## src/rtl/lpcb_pkg.sv

```systemverilog
// shared constants and types for the line pixel color blend
package lpcb_pkg;
	localparam int BYTE_W = 8;
	localparam int N_CH   = 3;
	localparam int SQ_W   = 2 * BYTE_W;

	typedef logic [BYTE_W-1:0] byte_t;
	typedef logic [SQ_W-1:0]   sq_t;
endpackage

```

## src/rtl/lpcb_root.sv

```systemverilog
// pipelined byte root: largest m with m*m*den <= num, one bit per stage
module lpcb_root
	import lpcb_pkg::*;
#(
	parameter int DEN_W = 17,
	parameter int NUM_W = 34
) (
	input  logic             clk,
	input  logic             arst_n,
	input  logic             en,
	input  logic [NUM_W-1:0] num,
	input  logic [DEN_W-1:0] den,
	output byte_t            root
);
	localparam int PW = SQ_W + DEN_W;

	byte_t            m_s   [0:BYTE_W];
	sq_t              sq_s  [0:BYTE_W];
	logic [NUM_W-1:0] num_s [0:BYTE_W];
	logic [DEN_W-1:0] den_s [0:BYTE_W];

	assign m_s[0]   = '0;
	assign sq_s[0]  = '0;
	assign num_s[0] = num;
	assign den_s[0] = den;

	for (genvar k = 0; k < BYTE_W; k++) begin : g_bit
		localparam int B = BYTE_W - 1 - k;
		logic [SQ_W:0] tsq_w;
		logic [PW-1:0] prod;
		logic          take;

		// (m + 2^b)^2 = m^2 + m*2^(b+1) + 2^(2b)
		assign tsq_w = {1'b0, sq_s[k]} + ((SQ_W+1)'(m_s[k]) << (B + 1))
			+ ((SQ_W+1)'(1) << (2 * B));
		assign prod  = PW'(tsq_w[SQ_W-1:0]) * PW'(den_s[k]);
		assign take  = (NUM_W + PW)'(prod) <= (NUM_W + PW)'(num_s[k]);

		always_ff @(posedge clk) begin
			if (en) begin
				m_s[k+1]   <= take ? (m_s[k] | byte_t'(1 << B)) : m_s[k];
				sq_s[k+1]  <= take ? tsq_w[SQ_W-1:0] : sq_s[k];
				num_s[k+1] <= num_s[k];
				den_s[k+1] <= den_s[k];
			end
		end
	end

	assign root = m_s[BYTE_W];

	// first stage decides only the top bit
	a_first_bit: assert property (@(posedge clk) disable iff (!arst_n)
		en |=> m_s[1][BYTE_W-2:0] == '0)
		else $error("root stage one set a low bit");
endmodule

```

## config.mk

```make
export PLATFORM = sky130hd
export DESIGN_NAME = lpcb_root
export DESIGN_NICKNAME = d
export VERILOG_FILES = /design/src/rtl/lpcb_pkg.sv /design/src/rtl/lpcb_root.sv
export SDC_FILE = /design/constraint.sdc
export NUM_CORES = 2
export LEC_CHECK = 0
export BUFFER_PORTS_ARGS = -buffer_cell sky130_fd_sc_hd__buf_2
export CAP_MARGIN = 0
export CORE_UTILIZATION = 45
export DETAILED_ROUTE_END_ITERATION = 8
export SLEW_MARGIN = 10
export SYNTH_ARGS = -nofsm -noshare
export SYNTH_HDL_FRONTEND = slang
export SYNTH_SLANG_ARGS = --single-unit
```

## constraint.sdc

```tcl
create_clock -name clk -period 13.6 [get_ports clk]
set_input_delay 1.36 -clock clk [delete_from_list [all_inputs] [get_ports clk]]
set_output_delay 1.36 -clock clk [all_outputs]
set_load 0.01 [all_outputs]
```

# After elaboration in Yosys (flattened, before gate mapping)
# Index checks and enable logic that the tools add are counted.
# op_classes
add_sub_neg	14
multipliers	7
n_lt_le_gt_ge	8
mux	8
# op_table
operator	count
$le A33 B34 Y1	7
$mul A16 B17 Y33	7
$mux W16	6
$le A31 B34 Y1	1
$add A16 B1 Y16 const B	1
$add A16 B10 Y16	1
$add A16 B11 Y16	1
$add A16 B11 Y16 const B	1
$add A16 B12 Y16	1
$add A16 B13 Y16	1
$add A16 B13 Y16 const B	1
$add A16 B14 Y16	1
$add A16 B15 Y16	1
$add A16 B3 Y16 const B	1
$add A16 B5 Y16 const B	1
$add A16 B7 Y16 const B	1
$add A16 B9 Y16	1
$add A16 B9 Y16 const B	1
$mux W15	1
$mux W8	1
# totals
ff_bits	533
input_bits	54
output_inout_bits	8
word_cells	73

# Longest topological paths before layout
# depth
word_depth	5
mapped_depth	38
ltp_nobuf	36

# Least setup slack after synthesis
# Ideal clock, no wire load.
# synth_path
kind	reg2reg
start	register m_s[18] in the netlist's numbering
end	register sq_s[20] in the netlist's numbering, data pin
setup_time_ns	0.260
t_arrival_ns	8.296
t_required_ns	13.340
path_slack_ns	5.044
path_stages_with_launch	37
n_path_buf	2
synth_period_minus_slack_ns	8.556
cell_sequence	edfxtp_1 -> ha_1 -> ha_1 -> a21o_1 -> a21oi_1 -> o21bai_1 -> a21oi_1 -> nor2_1 -> xor2_1 -> clkbuf_1 -> nand2_1 -> fa_1 -> fa_1 -> inv_1 -> fa_1 -> inv_1 -> fa_1 -> inv_1 -> fa_1 -> ha_1 -> ha_1 -> o21a_1 -> o21a_1 -> o41a_1 -> a21oi_2 -> o22ai_1 -> or3_1 -> xor2_1 -> ha_1 -> nand3_1 -> nor4_1 -> and4_1 -> nand3b_1 -> a31oi_1 -> nor2_1 -> buf_4 -> mux2_2
# synth_via
elab_chain_len	5
# synth_lines
element	line_no	rtl
from (decl)	lpcb_root.sv:17	byte_t m_s [0:BYTE_W];
from (signal, indexed assignment)	lpcb_root.sv:41	m_s[k+1] <= take ? (m_s[k] | byte_t'(1 << B)) : m_s[k];
$add A16 B10 Y16	lpcb_root.sv:34	assign tsq_w = {1'b0, sq_s[k]} + ((SQ_W+1)'(m_s[k]) << (B + 1))
$add A16 B3 Y16	lpcb_root.sv:35	+ ((SQ_W+1)'(1) << (2 * B));
$mul A16 B17 Y33	lpcb_root.sv:36	assign prod = PW'(tsq_w[SQ_W-1:0]) * PW'(den_s[k]);
$le A33 B34 Y1	lpcb_root.sv:37	assign take = (NUM_W + PW)'(prod) <= (NUM_W + PW)'(num_s[k]);
named net g_bit[6].take	lpcb_root.sv:31	logic take;
$mux W16	lpcb_root.sv:42	sq_s[k+1] <= take ? tsq_w[SQ_W-1:0] : sq_s[k];
to (signal, indexed assignment)	lpcb_root.sv:42	
to (decl)	lpcb_root.sv:18	sq_t sq_s [0:BYTE_W];
# The timed path passes the listed nets, and every way through them passes these cells.
# A chain may end at the register's enable or synchronous reset.

# Worst setup path after layout
# layout_path
start	register m_s[18] in the netlist's numbering
end	register sq_s[31] in the netlist's numbering, data pin
# layout_via
elab_chain_len	5
# layout_lines
element	line_no
$add A16 B10 Y16 (*)	lpcb_root.sv:34
$add A16 B3 Y16 (*)	lpcb_root.sv:35
$mul A16 B17 Y33	lpcb_root.sv:36
$le A33 B34 Y1	lpcb_root.sv:37
$mux W16 (*)	lpcb_root.sv:42
# Every way passes the cells marked *; elsewhere a longest branch is shown, timed or not.

==> metrics <==
crit end category=flop; Post-CTS Resized=0; Die Ht=356 um; die footprint=around 130000 um^2; Critical Path Source Type=flop; Netlist cell types=77; worst hold path type=reg -> reg; CTS tree=yes; violations in the final reports=DRC; leading area contributor after synthesis=fa_1; RSZ-0062 raised after global routing=no; DRT Pass-1 Iters=7; synthesized instance count=5464; global-route wire length before repair=approximately 210 mm; fmax=0.0979 GHz; Crit Path Category=reg -> reg; Post-CTS Hold Fix Bufs=0; CTS Buf Count=49; CTS sink count=441; Via-to-Cell Ratio=5.23; final setup violation count=0; H-Tree Depth=2; drt drc=2; worst-skew pair later-pin latency=650 ps; final cell count without fillers=approximately 7200; top-area cell type share of the netlist area=0.253; gr usage total=0.211; Worst EP arrival=around 11000 ps; final worst-path cycle share=0.751; Post-CTS Setup Bufs=0; vias in the first global route=39700; die width=~360 um; Avg WL per Cell=18.0 um; final wirelength=129 mm; CTS clock-pin slew for the worst setup and hold paths=~70 ps; number of synthesized flops with an enable pin=441; Bufs on Longest Clock Path=3; outcome=finished, violations left; antenna violations before repair=0; Primary FF master, synth=edfxtp_1; sequential fraction of the synthesis area=0.234; commonest non-fill, non-tap cell in the layout=inv_1; Yosys reg bits=~440; leading cell types in the layout, fill and taps excluded=inv_1 (1023), ha_1 (931), fa_1 (714); setup TNS=0 ps; NumNets Final=7172; port bufs=60; Max Transition Viols Final=0; DRT iter0 DRCs=1944; Syn Area/Cell=10.3 um^2; share of cells above drive strength 1=0.0463; gpl congestion=0.864; Post-DRT Antenna Nets=0; yosys warns=0; number of max-cap violations=0; Area growth, synth to finish=6.89%; total number of vias=37400; Area contributors post-synth=fa_1 (25%), edfxtp_1 (23%), ha_1 (21%); clk_skew=approximately 55 ps; worst endpoint required time=13950 ps; DP Wirelength=about 100 mm; Post-Synthesis Cell Area=between 50000 and 60000 um^2; Cell Count Post-Placement=7059; clk root buf=clkbuf_16; CP max-delay cell=nor2_1; largest net degree at the start of global routing=165; core outline area=124000 um^2; total grt overflow=0; final worst slack=around 3400 ps; Ports=62; Fill cells=11400; final hold vios=0; Setup WS pre-CTS=3420 ps; row count=129; syn_nets=7163; slew margin rel.=0.263; Starting Density=0.455; Worst Max-Slew Pin Slew=roughly 1100 ps; share of flip-flops with an asynchronous set or reset=0; Worst Path Max Fanout=17; Critical Path Max Stage Delay=850 ps; min cycle time layout=10210 ps
==> Yosys cell counts (10+ instances only) <==
cell type	instances
ha_1	931
inv_1	1023
a21boi_0	10
o31ai_1	12
nor3_1	40
xnor2_1	128
a21oi_1	172
and3_1	19
nand4_1	46
and2_1	426
fa_1	714
a31oi_1	17
o21bai_1	26
o211ai_1	15
a211oi_1	16
nand3_1	34
a221oi_1	12
nor2_1	122
nand2_1	602
a21o_1	133
nor4_1	15
mux2_2	28
o21ai_0	74
xor2_1	49
nand2b_1	14
o21a_1	23
buf_4	10
buf_2	13
clkbuf_1	111
nor2b_1	42
edfxtp_1	441
==> layer usage <==
| layer | GRT usage | part of all wire | vias to the layer above |
|---|---|---|---|
| met5 | 0 | 0 | - |
| met4 | 0.0556 | 0.026 | 0 |
| li1 | - | - | 17900 |
| met2 | 0.361 | 0.48 | 636 |
| met3 | 0.0205 | 0.035 | 148 |
| met1 | 0.286 | 0.46 | 18800 |
==> area by class of cell <==
type | count | area [um^2] | share of cell area
multi-input cells | 3862 | 39000 | 0.645
flip-flops and latches | 441 | 13200 | 0.219
inverters | 1023 | 3840 | 0.0636
well taps | 1637 | 2050 | 0.0339
clock buffers | 56 | 1250 | 0.0207
repair buffers | 96 | 593 | 0.00982
clock inverters | 35 | 454 | 0.00752
diodes | 1 | 2.50 | 0.0000414
==> worst paths after layout <==
check,start,cells after the start,endpoint,slack [ps]
max,m_s[18],34,sq_s[31],3390
min reg2reg,num_s[164],0,num_s[130],440
max reg2reg,m_s[18],34,sq_s[31],3390
min,num_s[164],0,num_s[130],440
==> worst max-delay path: cells and delay by family, from the launching register on <==
family | cells | cell delay, ps
and+or+nand+nor | 7 | 2350
xor gates and xnor gates | 2 | 490
DFF | 1 | 390
muxes | 1 | 430
AOI/OAI and AO/OA | 10 | 2240
buffers and inverters | 4 | 200
adders and majority gates | 10 | 3800
==> through the flow <==
step	hold WS, ps	util	area, um^2
after floorplan	417	-	56500
after global placement	429	0.473	58700
after detailed placement	429	0.473	58700
after CTS	444	0.487	60400
after global routing	454	0.487	60400
final	443	0.487	60400
==> state kept, by name (all words and copies together), names as in the netlist <==
signal	count
num_s	238
den_s	119
sq_s	49
m_s	27
root	8
==> logic make-up after synthesis <==
family / count (synthesis) / synth area share
flops: 441 / 0.234
xor+xnor: 177 / 0.0274
mux: 34 / 0.00664
fa+ha+maj: 1645 / 0.459
simple gates: 1412 / 0.125
compound gates: 594 / 0.0699
buf+inv: 1161 / 0.0781
Power is not shown: default switching activity piles up to over one toggle a cycle in this logic, so the estimate is an artifact.
