`src/rtl/lpcb_dist.sv`:
```
// first stage: chebyshev distances between the three points
module lpcb_dist #(
	parameter int COORD_BITS = 16
) (
	input  logic                         clk,
	input  logic                         en,
	input  logic signed [COORD_BITS-1:0] a_x,
	input  logic signed [COORD_BITS-1:0] a_y,
	input  logic signed [COORD_BITS-1:0] b_x,
	input  logic signed [COORD_BITS-1:0] b_y,
	input  logic signed [COORD_BITS-1:0] p_x,
	input  logic signed [COORD_BITS-1:0] p_y,
	output logic [COORD_BITS:0]          dab_s1,
	output logic [COORD_BITS:0]          dap_s1,
	output logic [COORD_BITS:0]          dpb_s1
);
	localparam int D = COORD_BITS + 1;

	function automatic logic [D-1:0] absdiff(logic signed [COORD_BITS-1:0] u,
		logic signed [COORD_BITS-1:0] w);
		logic signed [D-1:0] d;
		d = $signed({u[COORD_BITS-1], u}) - $signed({w[COORD_BITS-1], w});
		return d[D-1] ? D'(-d) : D'(d);
	endfunction

	function automatic logic [D-1:0] cheb(logic [D-1:0] dx, logic [D-1:0] dy);
		return (dy > dx) ? dy : dx;
	endfunction

	always_ff @(posedge clk) begin
		if (en) begin
			dab_s1 <= cheb(absdiff(a_x, b_x), absdiff(a_y, b_y));
			dap_s1 <= cheb(absdiff(a_x, p_x), absdiff(a_y, p_y));
			dpb_s1 <= cheb(absdiff(p_x, b_x), absdiff(p_y, b_y));
		end
	end
endmodule

```
`config.mk`:
```
export PLATFORM = sky130hd
export DESIGN_NAME = lpcb_dist
export DESIGN_NICKNAME = d
export VERILOG_FILES = /design/src/rtl/lpcb_dist.sv
export SDC_FILE = /design/constraint.sdc
export NUM_CORES = 1
export LEC_CHECK = 0
export BUFFER_PORTS_ARGS = -buffer_cell sky130_fd_sc_hd__buf_2
export CORE_AREA = 2 2 188 190
export DETAILED_ROUTE_END_ITERATION = 10
export DIE_AREA = 0 0 190 192
export PLACE_DENSITY = 0.52
export SYNTH_ARGS = -nofsm -noshare
export SYNTH_HDL_FRONTEND = slang
export SYNTH_SLANG_ARGS = --single-unit
export TNS_END_PERCENT = 5
```
`constraint.sdc`:
```
create_clock -name clk -period 9.6 [get_ports clk]
set_input_delay 1.92 -clock clk [delete_from_list [all_inputs] [get_ports clk]]
set_output_delay 1.92 -clock clk [all_outputs]
set_load 0.1 [all_outputs]
```
# Word level (Yosys, flattened, before mapping)
# Cells that the tools add are included.
# totals
reg_bits	51
out_inout_bits	51
elab_cells	27
# op_classes
add_sub_neg	12
order_cmp	3
muxes	9
# op_table
operator	n
$mux W17	9
$neg A17 Y17	6
$sub A16 B16 Y17	6
$gt A17 B17 Y1	3

# Logic depth before layout (Yosys ltp)
# Gate-level depths: netlist of run 1.
# depth
word_depth	5
ltp_mapped	24

# Worst setup path before layout of run 1
# No wires, ideal clock.
# synth_path
path_type	input port to flip-flop
from	input port a_x[0]
to	register dap_s1[10], data pin
setup_time_ns	0.277
arrival_time_ns	6.339
setup_slack_ns	2.984
path_stages	21
n_path_buf	3
path_cell_list	inv_1 ha_1 fa_1 nand2b_1 a21oi_1 nor4b_1 o211ai_1 o211ai_1 o221ai_1 clkbuf_1 nor2_1 xnor2_1 ha_1 nand3_1 or4_1 nor2_1 a21oi_1 o21ai_0 buf_1 buf_1 mux2i_1
# synth_between
elab_chain_len	5
# synth_lines
element	line_no	rtl
from (decl)	7	input logic signed [COORD_BITS-1:0] a_x,
$sub A16 B16 Y17 (*)	22	d = $signed({u[COORD_BITS-1], u}) - $signed({w[COORD_BITS-1], w});
$neg A17 Y17	23	return d[D-1] ? D'(-d) : D'(d);
$mux W17 (*)	23	
$gt A17 B17 Y1	27	return (dy > dx) ? dy : dx;
$mux W17 (*)	27	
to (signal assigned)	33	dap_s1 <= cheb(absdiff(a_x, p_x), absdiff(a_y, p_y));
to (decl)	14	output logic [COORD_BITS:0] dap_s1,
# Mark *: on every way between the ends. The rest lies on a longest branch, timed or not.
# A chain may end at the register's enable or synchronous reset.

# Worst setup path in the final report of run 1
# layout_path
from	input port p_x[0]
to	register dpb_s1[16], data pin
# layout_between
elab_chain_len	5
# layout_lines
element	line_no	rtl
from (decl)	11	input logic signed [COORD_BITS-1:0] p_x,
$sub A16 B16 Y17 (*)	22	
$neg A17 Y17	23	
$mux W17 (*)	23	
$gt A17 B17 Y1	27	
$mux W17 (*)	27	
to (signal assigned)	34	dpb_s1 <= cheb(absdiff(p_x, b_x), absdiff(p_y, b_y));
to (decl)	15	output logic [COORD_BITS:0] dpb_s1
# Marks and branches as above.

==> results of run 1 <==
[metrics by stage]
step | total power (W) | utilization | cell area, sq um | hold WS [ns]
final | 0.00281 | 0.350 | 12000 | 2.21
after global routing | 0.00301 | 0.350 | 12000 | 2.24
after CTS | 0.00283 | 0.350 | 12000 | 2.21
after detailed placement | 0.00260 | 0.345 | 11800 | 2.52
after global placement | 0.00259 | 0.345 | 11800 | 2.54
after floorplan | 0.00216 | - | 10600 | 2.03
[sequential cells by signal, summed over array words and instances, names as in the netlist]
name	cells
dab_s1	17
dap_s1	17
dpb_s1	17
[kinds of logic after synthesis]
group,after synthesis,share of synthesized area
AND/OR/NAND/NOR,380,0.190
AO/OA/AOI/OAI,356,0.240
buffers and inverters,163,0.0591
adder cells (fa/ha/maj),159,0.192
XOR/XNOR,148,0.122
multiplexers,54,0.0514
flip-flops,51,0.145
[synthesized netlist by cell type (6+ instances only)]
library cell	number
sky130_fd_sc_hd__o21ai_0	43
sky130_fd_sc_hd__inv_1	137
sky130_fd_sc_hd__o41ai_2	6
sky130_fd_sc_hd__xnor2_1	82
sky130_fd_sc_hd__a21o_1	41
sky130_fd_sc_hd__clkbuf_1	17
sky130_fd_sc_hd__nor3b_1	6
sky130_fd_sc_hd__edfxtp_1	51
sky130_fd_sc_hd__nand2_1	53
sky130_fd_sc_hd__a21oi_1	84
sky130_fd_sc_hd__a211oi_1	8
sky130_fd_sc_hd__or3_1	11
sky130_fd_sc_hd__a21boi_0	9
sky130_fd_sc_hd__o31ai_1	14
sky130_fd_sc_hd__xor2_1	66
sky130_fd_sc_hd__nand2b_1	19
sky130_fd_sc_hd__nand4_1	20
sky130_fd_sc_hd__a31oi_1	21
sky130_fd_sc_hd__o21a_1	27
sky130_fd_sc_hd__nor3_1	34
sky130_fd_sc_hd__nor4_1	9
sky130_fd_sc_hd__o31a_1	11
sky130_fd_sc_hd__or2_2	11
sky130_fd_sc_hd__fa_1	6
sky130_fd_sc_hd__o211ai_1	13
sky130_fd_sc_hd__or4_1	6
sky130_fd_sc_hd__mux2i_1	51
sky130_fd_sc_hd__ha_1	153
sky130_fd_sc_hd__nor2b_1	25
sky130_fd_sc_hd__nand3_1	31
sky130_fd_sc_hd__and2_1	11
sky130_fd_sc_hd__and3_1	18
sky130_fd_sc_hd__nor2_1	100
[critical path: cells and delay by family]
kind,cells,cell delay [ns]
compound gates,11,3.04
fa+ha+maj,3,0.91
simple gates,4,0.49
buf+inv,3,0.48
mux,1,0.35
xor+xnor,1,0.25
[area by class of cell]
| type | instances | area, sq um |
|---|---|---|
| Clock buffer | 5 | 125 |
| Clock inverter | 3 | 38.8 |
| Fill cell | 3618 | 22300 |
| Inverter | 137 | 514 |
| Multi-Input combinational cell | 1097 | 8440 |
| Sequential cell | 51 | 1530 |
| Tap cell | 455 | 569 |
| Timing Repair Buffer | 152 | 771 |
[where the power goes]
| group | total, W | leakage (nW) | internal (W) | switching, W |
|---|---|---|---|---|
| sequential | 0.000443 | 0.498 | 0.000395 | 0.0000484 |
| combinational | 0.00216 | 5.02 | 0.000639 | 0.00152 |
| clock | 0.000210 | 0.0812 | 0.000122 | 0.0000877 |
[path summary, 6_finish.rpt]
kind / startpoint / end / slack, ns / cells past startpoint
hold / removal: b_x[0] / dpb_s1[0]$_DFFE_PP_ / 2.21 / 3
setup / recovery: p_x[0] / dpb_s1[16]$_DFFE_PP_ / 2.22 / 23
[routing by layer]
metal / up-vias / global-route usage / routed length [um]
met5: - / 0 / 0
met4: 0 / 0.0304 / 476
met3: 30 / 0.0179 / 1040
met2: 176 / 0.326 / 16300
met1: 4730 / 0.232 / 15600
li1: 5111 / - / -
==> implementation parameters, run 1 <==
Parameter                              Value

Drt
  DRT antenna net count ... 0
  Via-to-Cell Ratio ... 5.29
  Violation count after the first detailed-routing iteration ... 631
  Router iterations before antenna repair ... 5
  Detailed-route via count ... 10047
  Number of remaining DRC errors ... 0
  Post-DR wirelength/cell ... 17.6 um
  Post-detailed-routing wire length ... 33500 um

Pwr
  Maximum vdd drop ... 0.346 mV
  PD cells ... 235 mW/mm^2
  Cell leakage power ... 5.60 nW

Die
  Core area ... 0.0343 sq mm
  Die width ... 190 um
  Number of I/O pins ... 149
  Die outline area ... 0.0365 sq mm
  Starting density of the core ... 0.309
  Die Height ... 192 um
  Std cell rows ... 68

Setup path
  Kind of critical path ... in2reg
  Largest driver fanout on the critical path ... 14
  Required time of the critical path ... 9.66 ns
  Critical Path, Cell by Cell ... buf_2 -> inv_1 -> ha_1 -> fa_1 -> nor2b_1 -> o31a_1 -> a21oi_1 -> a311oi_1 -> o31ai_1 -> a31oi_1 -> nor2_1 -> xnor2_1 -> ha_1 -> a21o_1 -> a21oi_1 -> nor2b_1 -> o21ai_0 -> nand2b_1 -> a221oi_1 -> o21ai_0 -> o41ai_4 -> buf_4 -> mux2_2
  Critical path launch point type ... input port
  Max stage delay on crit path ... 1.01 ns
  Worst setup EP type ... flip-flop
  Slowest CP cell ... sky130_fd_sc_hd__a31oi_1
  Critical path arrival ... 7.44 ns

Global route
  First-pass GRT wire length ... 51500 um
  Number of global-route vias before repair ... 9569
  Antenna violations before repair ... 0
  Final global-route overflow total ... 0
  Largest net degree at the start of global routing ... 52
  Aggregate global-route resource usage ... 0.180

Place
  Port bufs ... 148
  Number of cells after detailed placement ... 1891
  Final HPWL from detailed placement ... 28700 um
  Final weighted congestion in routability-driven placement ... 0.881
  Pre-CTS setup slack ... 1.88 ns

Min path
  Class of the worst hold path ... in2reg

Clock tree
  Resized Gates After CTS ... 0
  CTS tree ... yes
  Number of clock sinks ... 51
  Root Driver ... sky130_fd_sc_hd__clkbuf_16
  CTS Hold Buffers Added ... 0
  Maximum count of clock buffers along a single path ... 2
  Clock transition at the registers of the reported paths ... 0.07 ns
  Post-CTS setup buffer count ... 0
  Inserted Clock Buffers ... 5
  CTS H-tree lvls ... 2

Job
  Max_cap viols ... 0

STA
  Worst-Margin Slew ... 1.25 ns
  Least setup slack across all paths after layout ... 2.22 ns
  Min Tclk post-route ... 7.38 ns
  Highest achievable clock rate ... 0.136 GHz
  Period utilisation layout ... 0.768
  Summed negative setup slack over all endpoints ... 0 ns
  Final-report setup violation count ... 0
  Relative max-transition margin ... 0.160
  Final Hold Viols ... 0
  RSZ-0062 raised after global routing ... no
  Final number of max-transition violations ... 0

Logic synthesis
  Number of standard cells after synthesis ... 1311
  Area share of the leading cell type in the synthesized netlist ... 0.181
  Distinct cells, synth ... 87
  Syn avg cell area ... 8.07 sq um
  Synthesized area ... 0.0106 sq mm
  Proportion of synthesized chip area in sequential cells ... 0.145
  YS warnings ... 0
  Net count after synthesis ... 1568
  Post-synth ARST share ... 0
  Register bit total from synthesis ... 51
  Largest area contributor in the synthesized netlist ... sky130_fd_sc_hd__ha_1
  Post-synth top flop ... sky130_fd_sc_hd__edfxtp_1
  Top cells by area in the synthesized netlist ... sky130_fd_sc_hd__ha_1 (18%), sky130_fd_sc_hd__edfxtp_1 (14%), sky130_fd_sc_hd__xnor2_1 (6.8%)
  Number of flops mapped to enable cells by yosys ... 51

Cells and area
  Final Non-Filler Cells ... 1900
  Commonest cells after routing, fill and taps aside ... sky130_fd_sc_hd__ha_1 (153), sky130_fd_sc_hd__buf_2 (148), sky130_fd_sc_hd__inv_1 (137)
  Fraction of layout cells with a size suffix above 1 ... 0.141
  Most common cell after layout, fill and taps aside ... sky130_fd_sc_hd__ha_1
  Inserted Diodes ... 0
  Layout-stage area growth over the synthesis result ... 13.3%
  Nets ... 1701

Outcome
  Outcome ... finished clean
No activity file was read; power rests on OpenSTA's default activity.
==> run 2: changes to the inputs <==
==> constraint.sdc (replaced) <==
create_clock -name clk -period 7.3 [get_ports clk]
set_input_delay 1.46 -clock clk [delete_from_list [all_inputs] [get_ports clk]]
set_output_delay 1.46 -clock clk [all_outputs]
set_load 0.1 [all_outputs]
==> run 2 against run 1 <==
Compared with the run above: critical path depth unchanged; worst hold slack worse by 0.45 ns; wire length about the same; combinational power up 33%; sequential share of layout area about the same; final cell count up 0.37%; largest cell class unchanged.
==> implementation parameters, run 2 (synthesized netlist as in run 1, its figures left out) <==
Parameter                              Value

Die
  Number of I/O pins ... 149 (unchanged)
  Starting density of the core ... 0.309 (unchanged)
  Die Height ... 192 um (unchanged)
  Die outline area ... 0.0365 sq mm (unchanged)
  Std cell rows ... 68 (unchanged)
  Die width ... 190 um (unchanged)
  Core area ... 0.0343 sq mm (unchanged)

Min path
  Worst hold endpoint ... dpb_s1[0]$_DFFE_PP_
  Worst Hold Launch ... b_x[0]
  Instance count along the most critical hold path ... 3 (unchanged)
  Class of the worst hold path ... in2reg

Clock tree
  Clock transition at the registers of the reported paths ... 0.07 ns (about the same)
  CTS tree ... yes
  Resized Gates After CTS ... 0 (unchanged)
  Inserted Clock Buffers ... 5 (unchanged)
  Maximum count of clock buffers along a single path ... 2 (unchanged)
  CTS H-tree lvls ... 2 (unchanged)
  CTS Hold Buffers Added ... 0 (unchanged)
  Root Driver ... sky130_fd_sc_hd__clkbuf_16
  Number of clock sinks ... 51 (unchanged)
  Post-CTS setup buffer count ... 0 (unchanged)

STA
  Relative max-transition margin ... 0.400 (+0.240)
  Final-report setup violation count ... 0 (unchanged)
  Final Hold Viols ... 0 (unchanged)
  Min Tclk post-route ... 6.43 ns
  RSZ-0062 raised after global routing ... no
  Period utilisation layout ... 0.880
  Final number of max-transition violations ... 0 (unchanged)
  Worst-Margin Slew ... 0.888 ns (-0.367 ns)
  Summed negative setup slack over all endpoints ... 0 ns (unchanged)
  Highest achievable clock rate ... 0.156 GHz

Global route
  Final global-route overflow total ... 0 (unchanged)
  Antenna violations before repair ... 0 (unchanged)
  Number of global-route vias before repair ... 9669 (+1.0%)
  Largest net degree at the start of global routing ... 52 (unchanged)
  Aggregate global-route resource usage ... 0.181 (+0.000935)
  First-pass GRT wire length ... 52000 um (+0.98%)

Setup path
  Required time of the critical path ... 7.33 ns (-2.33 ns)
  Critical path arrival ... 6.46 ns (-0.98 ns)
  Kind of critical path ... in2reg
  Max stage delay on crit path ... 0.67 ns (-0.34 ns)
  Worst setup EP type ... flip-flop
  Critical Path, Cell by Cell ... buf_2 -> inv_1 -> ha_1 -> fa_1 -> nand2b_1 -> a21boi_2 -> nor2b_1 -> a21oi_1 -> o41ai_1 -> nand3_1 -> o31a_1 -> xor2_1 -> inv_1 -> ha_1 -> and4_1 -> nand3_1 -> a21oi_1 -> a221oi_1 -> o21ai_0 -> o41ai_4 -> buf_4 -> buf_4 -> mux2i_1
  Critical path launch point type ... input port
  CP startpoint ... p_y[0]
  Largest driver fanout on the critical path ... 6 (-8)
  Slowest CP cell ... sky130_fd_sc_hd__o41ai_1
  Cell family with most CP delay ... compound AO/OA/AOI/OAI gates
  Total buffers and inverters traversed by the critical path ... 5 (+2)

Job
  Max_cap viols ... 0 (unchanged)

Place
  Port bufs ... 148 (unchanged)
  Final HPWL from detailed placement ... 28900 um (+0.79%)
  Number of cells after detailed placement ... 1899 (+0.42%)
  Final weighted congestion in routability-driven placement ... 0.901 (+2.3%)

Pwr
  Cell leakage power ... 5.62 nW (+0.34%)
  PD cells ... 308 mW/mm^2 (+31%)
  Maximum vdd drop ... 0.351 mV (+1.4%)

Drt
  Post-DR wirelength/cell ... 17.5 um (-0.43%)
  Post-detailed-routing wire length ... 33400 um (about the same)
  Violation count after the first detailed-routing iteration ... 656 (+4.0%)
  Number of remaining DRC errors ... 0 (unchanged)
  Via-to-Cell Ratio ... 5.33 (+0.71%)
  Detailed-route via count ... 10156 (+1.1%)
  Router iterations before antenna repair ... 5 (unchanged)
  DRT antenna net count ... 0 (unchanged)

Cells and area
  Layout-stage area growth over the synthesis result ... 13.6%
  Final Non-Filler Cells ... 1907 (+0.37%)
  Fillers ... 3555 (-1.7%)
  Nets ... 1708 (+0.41%)
  Fraction of layout cells with a size suffix above 1 ... 0.145 (+0.00414)
  Commonest cells after routing, fill and taps aside ... sky130_fd_sc_hd__ha_1 (153), sky130_fd_sc_hd__buf_2 (148), sky130_fd_sc_hd__inv_1 (137)
  Biggest registers after layout ... dab_s1: 17 flops, dap_s1: 17 flops, dpb_s1: 17 flops
  Most common cell after layout, fill and taps aside ... sky130_fd_sc_hd__ha_1
  Inserted Diodes ... 0 (unchanged)

Outcome
  Outcome ... finished clean
## run 2: cell types whose count changed in the layout (fill, tap and decap cells not counted)
| cell | previous run | this run |
|---|---|---|
| sky130_fd_sc_hd__buf_4 | 4 | 11 |
| sky130_fd_sc_hd__clkinv_1 | 1 | 0 |
| sky130_fd_sc_hd__clkinvlp_4 | 0 | 1 |
| sky130_fd_sc_hd__clkbuf_1 | 0 | 1 |
| sky130_fd_sc_hd__bufinv_16 | 1 | 0 |
## run 2: worst min-delay path: cells and delay by family
family	cells	cell delay, ns
adders and majority gates	1	0.22
buffers and inverters	1	0.10
muxes	1	0.10
## run 2: worst max-delay path by stage
stage                                      end  slack, ns  cells after the start
after detailed placement  dpb_s1[13]$_DFFE_PP_       0.62                     23
final                     dpb_s1[14]$_DFFE_PP_       0.87                     23
after CTS                 dpb_s1[14]$_DFFE_PP_       0.93                     23
after global routing      dpb_s1[16]$_DFFE_PP_       0.42                     24
after global placement    dpb_s1[11]$_DFFE_PP_       0.69                     17
after floorplan           dap_s1[10]$_DFFE_PP_       1.14                     21
## run 2: cell type report
cell class / instances / area, sq um / share of cell area
Timing Repair Buffer: 159 / 823 / 0.0685
Clock inverter: 2 / 12.5 / 0.00104
Tap cell: 455 / 569 / 0.0474
Clock buffer: 6 / 129 / 0.0107
Inverter: 137 / 514 / 0.0428
Sequential cell: 51 / 1530 / 0.127
Multi-Input combinational cell: 1097 / 8440 / 0.702
## run 2: where the power goes
part	switching, W	internal [W]
clock	0.000110	0.000127
combinational	0.00201	0.000863
sequential	0.0000686	0.000520
total	0.00219	0.00151
## run 2: routing by layer
metal / part of all wire / global-route usage / wire [um] / vias to the layer above
met3: 0.033 / 0.0185 / 1100 / 51
met1: 0.47 / 0.236 / 15600 / 4767
li1: - / - / - / 5124
met2: 0.47 / 0.312 / 15700 / 214
met4: 0.030 / 0.0555 / 996 / 0
met5: 0 / 0 / 0 / -
## run 2: metrics by stage
step	instance area (sq um)	util	power, W	hold slack [ns]	setup WS [ns]
floorplan	10600	-	0.00284	1.57	1.14
global placement	11900	0.347	0.00345	2.09	0.688
detailed placement	11900	0.347	0.00346	2.07	0.621
CTS	12000	0.351	0.00372	1.78	0.930
global route	12000	0.351	0.00396	1.79	0.424
finish	12000	0.351	0.00370	1.76	0.873
